**src/hdl/shsq_pkg.sv**
```systemverilog
`timescale 1ns / 1ps
`default_nettype none

package shsq_pkg;

  localparam int unsigned CODE_W  = 8;
  localparam int unsigned IVL_W   = 32;
  localparam int unsigned ATT_W   = 8;
  localparam int unsigned COUNT_W = 9;

  localparam logic [CODE_W-1:0]  CODE_OK      = 8'd0;
  localparam logic [CODE_W-1:0]  CODE_WARNING = 8'd2;
  localparam logic [COUNT_W-1:0] COUNT_MAX    = 9'd511;

  // Register indexes on the configuration port (word address).
  localparam logic [1:0] REG_NORMAL_INTERVAL = 2'd0;
  localparam logic [1:0] REG_RETRY_INTERVAL  = 2'd1;
  localparam logic [1:0] REG_ATTEMPT_LIMIT   = 2'd2;

  localparam logic [IVL_W-1:0] NORMAL_INTERVAL_RESET = 32'd18000000;
  localparam logic [IVL_W-1:0] RETRY_INTERVAL_RESET  = 32'd60000;
  localparam logic [ATT_W-1:0] ATTEMPT_LIMIT_RESET   = 8'd0;

  typedef struct packed {
    logic [IVL_W-1:0] normal_interval;
    logic [IVL_W-1:0] retry_interval;
    logic [ATT_W-1:0] attempt_limit;
  } cfg_t;

  typedef struct packed {
    logic             is_transient;
    logic [IVL_W-1:0] recheck_interval;
  } result_t;

endpackage

`default_nettype wire

```
**src/hdl/shsq_regs.sv**
```systemverilog
`timescale 1ns / 1ps
`default_nettype none

module shsq_regs (
  input  wire logic         clk,
  input  wire logic         rst,
  input  wire logic         psel,
  input  wire logic         penable,
  input  wire logic         pwrite,
  input  wire logic [3:0]   paddr,
  input  wire logic [31:0]  pwdata,
  output logic [31:0]       prdata,
  output logic              pready,
  output shsq_pkg::cfg_t    cfg
);

  logic       wr_en;
  logic [1:0] reg_idx;

  assign pready  = 1'b1;
  assign reg_idx = paddr[3:2];
  assign wr_en   = psel && penable && pwrite;

  always_ff @(posedge clk) begin
    if (rst) begin
      cfg.normal_interval <= shsq_pkg::NORMAL_INTERVAL_RESET;
      cfg.retry_interval  <= shsq_pkg::RETRY_INTERVAL_RESET;
      cfg.attempt_limit   <= shsq_pkg::ATTEMPT_LIMIT_RESET;
    end else if (wr_en) begin
      case (reg_idx)
        shsq_pkg::REG_NORMAL_INTERVAL: cfg.normal_interval <= pwdata;
        shsq_pkg::REG_RETRY_INTERVAL:  cfg.retry_interval  <= pwdata;
        shsq_pkg::REG_ATTEMPT_LIMIT:   cfg.attempt_limit   <= pwdata[7:0];
        default: ;
      endcase
    end
  end

  always_comb begin
    case (reg_idx)
      shsq_pkg::REG_NORMAL_INTERVAL: prdata = cfg.normal_interval;
      shsq_pkg::REG_RETRY_INTERVAL:  prdata = cfg.retry_interval;
      shsq_pkg::REG_ATTEMPT_LIMIT:   prdata = {24'd0, cfg.attempt_limit};
      default:                       prdata = 32'd0;
    endcase
  end

endmodule

`default_nettype wire

```
**src/hdl/shsq_core.sv**
```systemverilog
`timescale 1ns / 1ps
`default_nettype none

module shsq_core (
  input  wire logic                          clk,
  input  wire logic                          rst,
  input  wire shsq_pkg::cfg_t                cfg,
  input  wire logic                          step,
  input  wire logic [shsq_pkg::CODE_W-1:0]   code,
  output shsq_pkg::result_t                  res
);

  logic                           seen_any, seen_any_next;
  logic                           last_transient, last_transient_next;
  logic                           last_ok, last_ok_next;
  logic [shsq_pkg::COUNT_W-1:0]   retry_count, retry_count_next;
  logic                           ok;
  logic                           below;
  logic                           trans;
  logic                           use_retry;

  assign ok    = (code == shsq_pkg::CODE_OK);
  assign below = retry_count < {1'b0, cfg.attempt_limit};

  always_comb begin
    trans            = 1'b0;
    use_retry        = 1'b0;
    retry_count_next = retry_count;
    if (!seen_any) begin
      // first word: only a warning starts out soft
      trans     = (code == shsq_pkg::CODE_WARNING);
      use_retry = trans;
    end else if (!last_transient && last_ok) begin
      trans            = !ok;
      use_retry        = !ok;
      retry_count_next = '0;
    end else if (last_transient && last_ok) begin
      trans = !ok;
      if (ok) begin
        retry_count_next = '0;
      end
    end else if (!last_transient) begin
      trans = 1'b0;
    end else begin
      if (ok) begin
        trans     = 1'b1;
        use_retry = 1'b1;
      end else begin
        // compare first, then bump the counter (saturating)
        trans     = below;
        use_retry = below;
        if (retry_count != shsq_pkg::COUNT_MAX) begin
          retry_count_next = retry_count + 1'b1;
        end
      end
    end
  end

  assign seen_any_next       = 1'b1;
  assign last_transient_next = trans;
  assign last_ok_next        = ok;

  assign res.is_transient     = trans;
  assign res.recheck_interval = use_retry ? cfg.retry_interval : cfg.normal_interval;

  always_ff @(posedge clk) begin
    if (rst) begin
      seen_any       <= 1'b0;
      last_transient <= 1'b0;
      last_ok        <= 1'b1;
      retry_count    <= '0;
    end else if (step) begin
      seen_any       <= seen_any_next;
      last_transient <= last_transient_next;
      last_ok        <= last_ok_next;
      retry_count    <= retry_count_next;
    end
  end

  a_seen_after_step: assert property (@(posedge clk) disable iff (rst)
    step |=> seen_any)
    else $error("seen_any low after a processed word");

  a_hold_when_idle: assert property (@(posedge clk) disable iff (rst)
    !step |=> $stable({seen_any, last_transient, last_ok, retry_count}))
    else $error("qualifier state moved without a word");

  a_count_monotonic: assert property (@(posedge clk) disable iff (rst)
    step |=> (retry_count == '0) || (retry_count >= $past(retry_count)))
    else $error("retry counter moved backward without clearing");

  a_count_only_when_soft: assert property (@(posedge clk) disable iff (rst)
    (step && !(seen_any && last_transient && !last_ok && !ok))
      |=> (retry_count == '0) || $stable(retry_count))
    else $error("retry counter advanced outside a soft non-OK retry");

endmodule

`default_nettype wire

```
**src/hdl/soft_hard_status_qualifier_top.sv**
```systemverilog
`timescale 1ns / 1ps
`default_nettype none

// Path: a word accepted into the input register is qualified as it moves on
//   into the result register, which presents it under out_valid.
// Throughput: one word per cycle while out_stall is low; the input register and
//   the result register let a new word enter while a finished result waits under out_stall.
// Reset (rst, synchronous, active high): pipeline empty, no status seen,
//   last status permanent OK, retry counter zero, registers at defaults.
module soft_hard_status_qualifier_top (
  input  wire logic         clk,
  input  wire logic         rst,
  // configuration port
  input  wire logic         psel,
  input  wire logic         penable,
  input  wire logic         pwrite,
  input  wire logic [3:0]   paddr,
  input  wire logic [31:0]  pwdata,
  output logic [31:0]       prdata,
  output logic              pready,
  // status words in
  input  wire logic         in_valid,
  output logic              in_stall,
  input  wire logic [7:0]   status_code,
  // qualified words out
  output logic              out_valid,
  input  wire logic         out_stall,
  output logic              is_transient,
  output logic [31:0]       recheck_interval
);

  shsq_pkg::cfg_t    cfg;
  shsq_pkg::result_t res;

  // Input register: holds one status word ahead of the qualifier.
  logic                         in_reg_valid;
  logic [shsq_pkg::CODE_W-1:0]  in_reg_code;
  logic                         advance;
  logic                         in_take;

  // Advance the input register into the result register whenever the
  // result register is empty or its word leaves this cycle.
  assign advance  = in_reg_valid && (!out_valid || !out_stall);
  assign in_stall = in_reg_valid && !advance;
  assign in_take  = in_valid && !in_stall;

  shsq_regs u_regs (
    .clk     (clk),
    .rst     (rst),
    .psel    (psel),
    .penable (penable),
    .pwrite  (pwrite),
    .paddr   (paddr),
    .pwdata  (pwdata),
    .prdata  (prdata),
    .pready  (pready),
    .cfg     (cfg)
  );

  // The qualifier updates its history exactly when a word moves forward.
  shsq_core u_core (
    .clk  (clk),
    .rst  (rst),
    .cfg  (cfg),
    .step (advance),
    .code (in_reg_code),
    .res  (res)
  );

  always_ff @(posedge clk) begin
    if (rst) begin
      in_reg_valid <= 1'b0;
    end else if (in_take) begin
      in_reg_valid <= 1'b1;
    end else if (advance) begin
      in_reg_valid <= 1'b0;
    end
  end

  always_ff @(posedge clk) begin
    if (in_take) begin
      in_reg_code <= status_code;
    end
  end

  // Result register: drop the word once taken, hold it while stalled.
  always_ff @(posedge clk) begin
    if (rst) begin
      out_valid <= 1'b0;
    end else if (advance) begin
      out_valid <= 1'b1;
    end else if (!out_stall) begin
      out_valid <= 1'b0;
    end
  end

  always_ff @(posedge clk) begin
    if (advance) begin
      is_transient     <= res.is_transient;
      recheck_interval <= res.recheck_interval;
    end
  end

endmodule

`default_nettype wire
```
**config.mk**
```make
export PLATFORM = sky130hd
export DESIGN_NAME = soft_hard_status_qualifier_top
export DESIGN_NICKNAME = d
export VERILOG_FILES = /design/src/hdl/shsq_pkg.sv /design/src/hdl/shsq_regs.sv /design/src/hdl/shsq_core.sv /design/src/hdl/soft_hard_status_qualifier_top.sv
export SDC_FILE = /design/constraint.sdc
export NUM_CORES = 1
export LEC_CHECK = 0
export BUFFER_PORTS_ARGS = -buffer_cell sky130_fd_sc_hd__buf_2
export CORE_ASPECT_RATIO = 0.75
export CORE_MARGIN = 1.5
export CORE_UTILIZATION = 50
export CTS_BUF_LIST = sky130_fd_sc_hd__clkbuf_2 sky130_fd_sc_hd__clkbuf_4 sky130_fd_sc_hd__clkbuf_8
export DETAILED_ROUTE_END_ITERATION = 8
export PLACE_DENSITY_LB_ADDON = 0.25
export RECOVER_POWER = 25
export SETUP_SLACK_MARGIN = 0.5
export SLEW_MARGIN = 5
export SYNTH_ARGS = -nofsm -noshare
export SYNTH_HDL_FRONTEND = slang
export SYNTH_SLANG_ARGS = --single-unit
```
**constraint.sdc**
```tcl
create_clock -name clk -period 2 [get_ports clk]
set_input_delay 0.1 -clock clk [delete_from_list [all_inputs] [get_ports clk]]
set_output_delay 0.1 -clock clk [all_outputs]
set_load 0.02 [all_outputs]
```
# Word-level counts from Yosys, hierarchy flattened
# Index checks and enable logic that the tools add are counted.
[totals]
ff_bits = 127
latchBits = 0
ram_bits = 0
rom_bits = 0
in_bits = 51
out_inout_bits = 68
wordCells = 64
n_memories = 0
[op_classes]
n_addsub = 1
n_mul = 0
n_div = 0
order_cmp = 1
n_eq_ne = 7
n_shift = 0
mux = 20
bitwise_logic = 0
reduce_logical = 23
[op_table]
columns = ["operator", "n"]
rows = [
  ["$pmux 32 s3", 1],
  ["$mux 9", 6],
  ["$mux 32", 1],
  ["$mux 1", 12],
  ["$add 9x1->9 const B", 1],
  ["$lt 9x8->1", 1],
  ["$ne 9x9->1 const B", 1],
  ["$eq 8x2->1 const B", 1],
  ["$logic_not 8->1", 1],
  ["$logic_and 1x1->1", 7],
  ["$logic_not 1->1", 6],
  ["$reduce_and 2->1", 3],
  ["$reduce_and 6->1", 1],
  ["$reduce_bool 3->1", 2],
  ["$ne 3x1->1 const B", 1],
  ["$ne 3x3->1 const B", 1],
  ["$eq 2x1->1 const B", 1],
  ["$eq 2x2->1 const B", 1],
  ["$logic_not 2->1", 1],
  ["$ne 2x1->1 const B", 1],
  ["$reduce_bool 2->1", 1],
  ["$logic_or 1x1->1", 1],
]

# Longest topological paths before layout
# Gate-level depths: netlist of run 1.
[depth]
ltp_word = 8
ltp_mapped = 9

# By module
# Synthesis of run 1 repeated with hierarchy kept, for this count alone.
[unflattened]
cells_unflattened = 570
hier_area_um2 = 6175.9
[by_module_without_submodules]
columns = ["module", "instances", "cells_per_inst", "area_each_um2", "seq_area_each_um2"]
rows = [
  ["shsq_regs", 1, 365, 3514.6, 1441.4],
  ["shsq_core", 1, 154, 1343.8, 240.2],
  ["soft_hard_status_qualifier_top", 1, 51, 1317.5, 1271.2],
]

# Worst setup path after synthesis of run 1
# No wires, ideal clock.
[synth_path]
path_kind = "register to register"
from = "register out_valid"
to = "register u_core.retry_count[7] (netlist name)"
setup_time_ps = 122
arrival_time_ps = 2142
slack_ps = -264
stages_incl_launch_ff = 6
path_buffers = 0
period_less_slack_ps = 2264
cell_sequence = "dfxtp_1 a21boi_4 nand3_1 nor4_1 xnor2_1 nor2_1"
[synth_between]
elab_chain_len = 4
[synth_rtl]
columns = ["item", "line", "rtl"]
rows = [
  ["start, declared", "soft_hard_status_qualifier_top.sv:26", "output logic out_valid,"],
  ["start signal, assigned", "soft_hard_status_qualifier_top.sv:89", "out_valid <= 1'b0;"],
  ["start signal, assigned", "soft_hard_status_qualifier_top.sv:91", "out_valid <= 1'b1;"],
  ["start signal, assigned", "soft_hard_status_qualifier_top.sv:93", "out_valid <= 1'b0;"],
  ["$logic_not 1->1", "soft_hard_status_qualifier_top.sv:43", "assign advance = in_reg_valid && (!out_valid || !out_stall);"],
  ["$logic_or 1x1->1", "soft_hard_status_qualifier_top.sv:43", ""],
  ["$logic_and 1x1->1", "soft_hard_status_qualifier_top.sv:43", ""],
  ["named net advance", "soft_hard_status_qualifier_top.sv:38", "logic advance;"],
  ["$reduce_and 6->1 (no line)", "n/a", ""],
  ["end signal, assigned", "shsq_core.sv:76", "retry_count <= retry_count_next;"],
  ["end, declared", "shsq_core.sv:16", "logic [shsq_pkg::COUNT_W-1:0] retry_count, retry_count_next;"],
]
# The timed path passes the listed nets, and every way through them passes these cells.
# A chain may end at the register's enable or synchronous reset.

==> results_dict.tcl, run 1 <==
set metrics [dict create \
    critPathCaptureType "register" \
    p_leak_nw 3.31 \
    antenna_found_initial 0 \
    drt-initial-drc-count 277 \
    io_pins 119 \
    cap_violations 0 \
    start_util 0.521 \
    clk_pin_slew_worst_paths_ps 70 \
    synth_common_cells "146 x nand2_1, 86 x dfxtp_1, 59 x a21oi_1" \
    setup_ws_ps -272 \
    port_buffers 115 \
    required_ps 2170 \
    fin_skew_ps 10.8 \
    htree_num_levels 4 \
    outcome "finished with violations" \
    insertion_delay_ps 430 \
    rsz0062_at_grt "true" \
    via_count 4910 \
    power_switching_mw 1.38 \
    grt_pass1_wl_mm 23.9 \
    clockBufferDepth 2 \
    syn_inst 585 \
    synth_nets 645 \
    tritoncts "built" \
    vias_per_cell 5.31 \
    crit_path_start_kind "register" \
    placed_cell_area_um2 6750 \
    yosysTopAreaCellShare 0.299 \
    min_period_ps 2270 \
    drive_gt1_frac 0.347 \
    dp_hpwl_mm 9.30 \
    diodes 0 \
    yosysTopAreaCell "dfxtp_1" \
    p_int_mw 4.48 \
    wl_per_cell_um 16.3 \
    synth_async_sr_flop_share 0 \
    gp_congestion 0.880 \
    die_w_um 127 \
    totalWireLength_mm 15.0 \
    ys_seq_elements 127 \
    dp_slack_ps -267 \
    critPathKind "register to register" \
    grt_usage 0.258 \
    fmax_mhz 440 \
    grt_max_degree 81 \
    maxSlewViolCount 0 \
    worst_pin_slew_ps 959 \
    synth.area.top_cells "dfxtp_1 30%, edfxtp_1 21%, nand2_1 9.5%, mux2_4 7.8%, mux2i_1 6.9%" \
    syn2layout_area_growth_pct 38.5 \
    ys_warn_count 0 \
    violations "negative setup slack" \
    dieArea_um2 12200 \
    finish.utilization 0.722 \
    timing.final.crit_share 1.14 \
    hold_depth 3 \
    coreArea_um2 11100 \
    p_per_area_nw_per_um2 735 \
    synth_seq_area_share 0.512 \
    vdd_drop_max_v 0.000666 \
    hold_class "input pin to register" \
    finalInstanceArea_um2 7980 \
    p_clk_frac 0.418 \
    numCtsBuffers 17 \
    dieHeight_um 96.0 \
    p_comb_frac 0.110 \
    num_rows 33 \
    drc_errors 0 \
    p_seq_frac 0.472 \
    grt_pass1_vias 4839 \
    cts-root-buf "clkbuf_8" \
    yosys.cell_types.count 44 \
    cts.sink_count 127 \
    yosysMostFrequentCell "nand2_1" \
    r2r_cells 9 \
    antenna_left 0 \
    synth_edf_count 41 \
    ys.flop_type "dfxtp_1" \
    crit_fanout 5 \
    firstDrtPassIters 5 \
    timing.final.hold_violations 0 \
    syn-cell-area_um2 5770 \
    setup_viol 32 \
    arrival_ps 2450 \
    grt_overflow_total 0 \
    switching_share 0.236 \
    synth.avg_cell_area_um2 9.86 \
    max_slew_margin 0.361 \
    nets 831 \
]
-- final timing paths --
check / startpoint / slack, ps / to
max: u_regs.cfg[4]$_SDFFE_PP0P_ / -270 / recheck_interval[19]$_DFFE_PP_
min: rst / 170 / u_core.seen_any$_SDFFE_PP0P_
max reg2reg: u_regs.cfg[4]$_SDFFE_PP0P_ / -270 / recheck_interval[19]$_DFFE_PP_
min reg2reg: u_regs.cfg[15]$_SDFFE_PP0P_ / 470 / u_regs.cfg[15]$_SDFFE_PP0P_
-- through the flow --
| stage | power [mW] | hold WS [ps] | instances | setup TNS (ps) |
|---|---|---|---|---|
| 6_report | 5.87 | 170 | 924 | -8140 |
| 5_1_grt | 6.06 | 156 | 924 | -9770 |
| 4_1_cts | 5.86 | 143 | 920 | -6510 |
| 3_5_place_dp | 3.35 | 278 | 837 | -7770 |
| 3_3_place_gp | 3.33 | 276 | 837 | -5570 |
| 2_1_floorplan | 3.16 | 199 | 585 | -2930 |
-- power by group through the flow --
stage               Combinational [mW]  Sequential [mW]  Clock, mW
floorplan                        0.294             2.86          0
global placement                 0.507             2.82          0
detailed placement               0.519             2.83          0
CTS                              0.625             2.77       2.47
global route                     0.688             2.78       2.59
finish                           0.646             2.77       2.45
-- cell usage in the layout, fill, tap and decap left out, types with 3 or more instances in the layout --
cell             n
o21ai_1          5
edfxtp_1        41
buf_12           7
nand3_1          4
clkinvlp_4       3
clkbuf_1         4
clkinv_2         4
bufinv_16        4
nand3_4          3
o21ai_0          7
dlygate4sd3_1   42
mux2_4          32
nand2_1        144
nand3b_1        16
nor4_4           4
mux2i_1         40
ha_4             6
a21oi_2          4
nor2_1          46
dfxtp_2          7
xnor2_1          5
buf_6            6
dfxtp_1         78
buf_2          114
inv_1            7
a21oi_1         55
buf_4           29
clkbuf_8        19
nor2b_1          3
-- logic make-up (layout without fill, tap and decap cells) --
kind of cell / Yosys count / after routing / synth area share
mux: 72 / 72 / 0.151
other cells: 1 / 1 / 0.000650
compound gates: 82 / 82 / 0.0831
buf+inv: 47 / 246 / 0.0406
flops: 127 / 127 / 0.512
xor+xnor: 5 / 5 / 0.00760
simple gates: 242 / 242 / 0.185
fa+ha+maj: 9 / 9 / 0.0195
-- worst max-delay path: stages, from the launching register on --
cell and delay (ps):
dfxtp_2 350, inv_2 50, ha_4 270, nand4_1 120
o221ai_2 230, o211ai_2 150, a31oi_4 240, buf_12 180
buf_12 130, mux2_4 300
-- registers in the layout, summed over array words and instances, names as in the netlist, 8 cells and up --
register	count
in_reg_code	8
recheck_interval	32
u_core.retry_count	9
u_regs.cfg	72
-- final cells by class --
type	instances	area, um2
inverter	9	33.8
timing repair buffer	205	1510
tap	140	175
clock buffer	21	277
fill	793	3080
multi-input combinational	411	2860
clock inverter	11	163
sequential	127	2970
-- metal layers --
layer  wire [um]  GRT usage  share of wire
met5           0          0              0
met2        7300      0.434           0.49
met3        1020     0.0750          0.068
met4         212     0.0985          0.014
met1        6490      0.317           0.43
-- what timing repair did --
action | CTS | global route
hold endpoints to repair | 82 | 0
gates resized for setup | 26 | 18
endpoints found under the setup margin | 43 | 46
buffers inserted | 7 | 3
hold buffers | 42 | 0
gates cloned | 2 | 1
pin swaps | 15 | 3
Power figures use the tool's default switching activity.
==> run 2, diff against run 1 <==
--- a/config.mk
+++ b/config.mk
@@ -8,12 +8,13 @@
 export BUFFER_PORTS_ARGS = -buffer_cell sky130_fd_sc_hd__buf_2
 export CORE_ASPECT_RATIO = 0.75
 export CORE_MARGIN = 1.5
-export CORE_UTILIZATION = 50
+export CORE_UTILIZATION = 30
 export CTS_BUF_LIST = sky130_fd_sc_hd__clkbuf_2 sky130_fd_sc_hd__clkbuf_4 sky130_fd_sc_hd__clkbuf_8
 export DETAILED_ROUTE_END_ITERATION = 8
-export PLACE_DENSITY_LB_ADDON = 0.25
+export PLACE_DENSITY_LB_ADDON = 0.15
 export RECOVER_POWER = 25
 export SETUP_SLACK_MARGIN = 0.5
+export SKIP_CTS_REPAIR_TIMING = 1
 export SLEW_MARGIN = 5
 export SYNTH_ARGS = -nofsm -noshare
 export SYNTH_HDL_FRONTEND = slang
==> run 2 against run 1 <==
The run still ends with negative setup slack left. Cell count rose by 12%. Clock power up 2%. Sequential cell count did not move. Total power increased by 0.42%. Maximum frequency is 2.6% higher. Utilization decreased by 29 points.
==> results_dict.tcl, run 2 (same netlist as run 1, synthesis figures left out) <==
set metrics [dict create \
    vias_per_cell 4.67 \
    critPathSlowestCell "dfxtp_2" \
    grt_pass1_vias 4516 \
    cts.sink_count 127 \
    numCtsBuffers 17 \
    path_cells "inv_2 > ha_4 > nand4_1 > o221ai_2 > o211ai_2 > a31oi_4 > buf_6 > clkbuf_16 > mux2_4" \
    required_ps 2190 \
    p_per_area_nw_per_um2 727 \
    whs_ps 135 \
    crit_fanout 7 \
    drt-initial-drc-count 269 \
    grt_max_degree 37 \
    io_pins 119 \
    worst_pin_slew_ps 924 \
    setup_viol 32 \
    dp_hpwl_mm 10.6 \
    coreArea_um2 18700 \
    min_period_ps 2210 \
    violations "negative setup slack" \
    insertion_delay_ps 440 \
    totalWireLength_mm 16.6 \
    critPathCaptureType "register" \
    regMostFlops "u_regs.cfg" \
    wl_per_cell_um 16.0 \
    vdd_drop_max_v 0.000364 \
    r2r_start "u_regs.cfg[4]$_SDFFE_PP0P_" \
    m1WireLength_mm 7.87 \
    antenna_found_initial 0 \
    fin_skew_ps 10.2 \
    die_w_um 163 \
    drive_gt1_frac 0.355 \
    drc_errors 0 \
    start_util 0.309 \
    maxSlewViolCount 0 \
    tritoncts "built" \
    timing.final.hold_violations 0 \
    routed-wl-met3_um 734 \
    cpPeakStageDelay_ps 340 \
    critPathKind "register to register" \
    num_rows 43 \
    cap_violations 0 \
    dieHeight_um 123 \
    timing.final.crit_share 1.11 \
    r2r_cells 9 \
    r2r-end "recheck_interval[4]$_DFFE_PP_" \
    min_to "in_reg_valid$_SDFFE_PP0P_" \
    largest_reg_flops 72 \
    grt_overflow_total 0 \
    htree_num_levels 4 \
    dieArea_um2 20100 \
    mostFrequentLayoutCell "nand2_1" \
    fmax_mhz 452 \
    clockBufferDepth 2 \
    finish.utilization 0.434 \
    fillers 1808 \
    hold_class "input pin to register" \
    clk_pin_slew_worst_paths_ps 80 \
    outcome "finished with violations" \
    ff_latch_area_um2 2960 \
    nets 835 \
    grt_usage 0.159 \
    antenna_left 0 \
    max_slew_margin 0.384 \
    rrSetupSlack_ps -210 \
    final_cell_mix "145 x nand2_1, 112 x buf_2, 78 x dfxtp_1" \
    cts-root-buf "clkbuf_8" \
    setup_ws_ps -215 \
    grt_pass1_wl_mm 23.9 \
    via_count 4829 \
    arrival_ps 2400 \
    reg_top3 "u_regs.cfg: 72 flops, recheck_interval: 32 flops, u_core.retry_count: 9 flops" \
    rsz0062_at_grt "true" \
    hp-start "out_stall" \
    multi_input_area_um2 2860 \
    top_layer "met4" \
    port_buffers 115 \
    p_leak_nw 3.30 \
    gp_congestion 0.800 \
    syn2layout_area_growth_pct 40.5 \
    wl_met2_mm 7.72 \
    firstDrtPassIters 4 \
    hold_depth 4 \
    diodes 0 \
    crit_path_start_kind "register" \
]
-- run 2: cell count changes in the layout (fill, tap and decap cells not counted), moves of 3 or more --
| cell | delta |
|---|---|
| inv_4 | +3 |
| clkinv_4 | +3 |
| buf_4 | +7 |
| o21ai_1 | +3 |
| clkinv_2 | -3 |
| o21ai_0 | -4 |
| buf_12 | -3 |
-- run 2: metal layers --
layer  global-route usage  vias to the layer above
met5                    0                        -
met4               0.0665                        0
met3               0.0396                       18
met2                0.251                      109
met1                0.209                     2327
li1                     -                     2375
-- run 2: layout make-up --
cell class | count | share of cell area
Clock inverter | 13 | 0.0229
Sequential cell | 127 | 0.366
Inverter | 9 | 0.00417
Multi-Input combinational cell | 411 | 0.353
Clock buffer | 19 | 0.0315
Tap cell | 247 | 0.0381
Timing Repair Buffer | 209 | 0.184
-- run 2: how the worst max path moves through the flow --
stage,depth (start not counted),to,start,slack [ps]
final,9,recheck_interval[4]$_DFFE_PP_,u_regs.cfg[4]$_SDFFE_PP0P_,-210
after global routing,9,recheck_interval[4]$_DFFE_PP_,u_regs.cfg[4]$_SDFFE_PP0P_,-280
after CTS,8,recheck_interval[0]$_DFFE_PP_,u_regs.cfg[3]$_SDFFE_PP0P_,-270
after detailed placement,8,recheck_interval[0]$_DFFE_PP_,u_regs.cfg[3]$_SDFFE_PP0P_,-230
after global placement,8,recheck_interval[0]$_DFFE_PP_,u_regs.cfg[3]$_SDFFE_PP0P_,-230
after floorplan,8,recheck_interval[10]$_DFFE_PP_,u_regs.cfg[3]$_SDFFE_PP0P_,-100
-- run 2: worst max-delay path: cells and delay by family, from the launching register on --
kind,cells,cell delay [ps]
multiplexers,1,300
AND/OR/NAND/NOR,1,110
buffers and inverters,3,370
flip-flops,1,340
adder cells (fa/ha/maj),1,260
AO/OA/AOI/OAI,3,580
-- run 2: power breakdown --
| group | total (mW) | switching [mW] | internal [mW] |
|---|---|---|---|
| clock | 2.49 | 1.08 | 1.41 |
| sequential | 2.77 | 0.0406 | 2.73 |
| combinational | 0.634 | 0.341 | 0.293 |
-- run 2: stage by stage --
step	total power [mW]	std cells	area (um2)	worst slack, ps	setup TNS, ps
floorplan	3.16	585	5880	-96.7	-2930
global placement	3.35	950	6910	-228	-6420
detailed placement	3.36	950	6910	-235	-6480
CTS	5.85	982	7350	-268	-7580
global route	6.11	1035	8100	-283	-8610
finish	5.89	1035	8100	-215	-6080
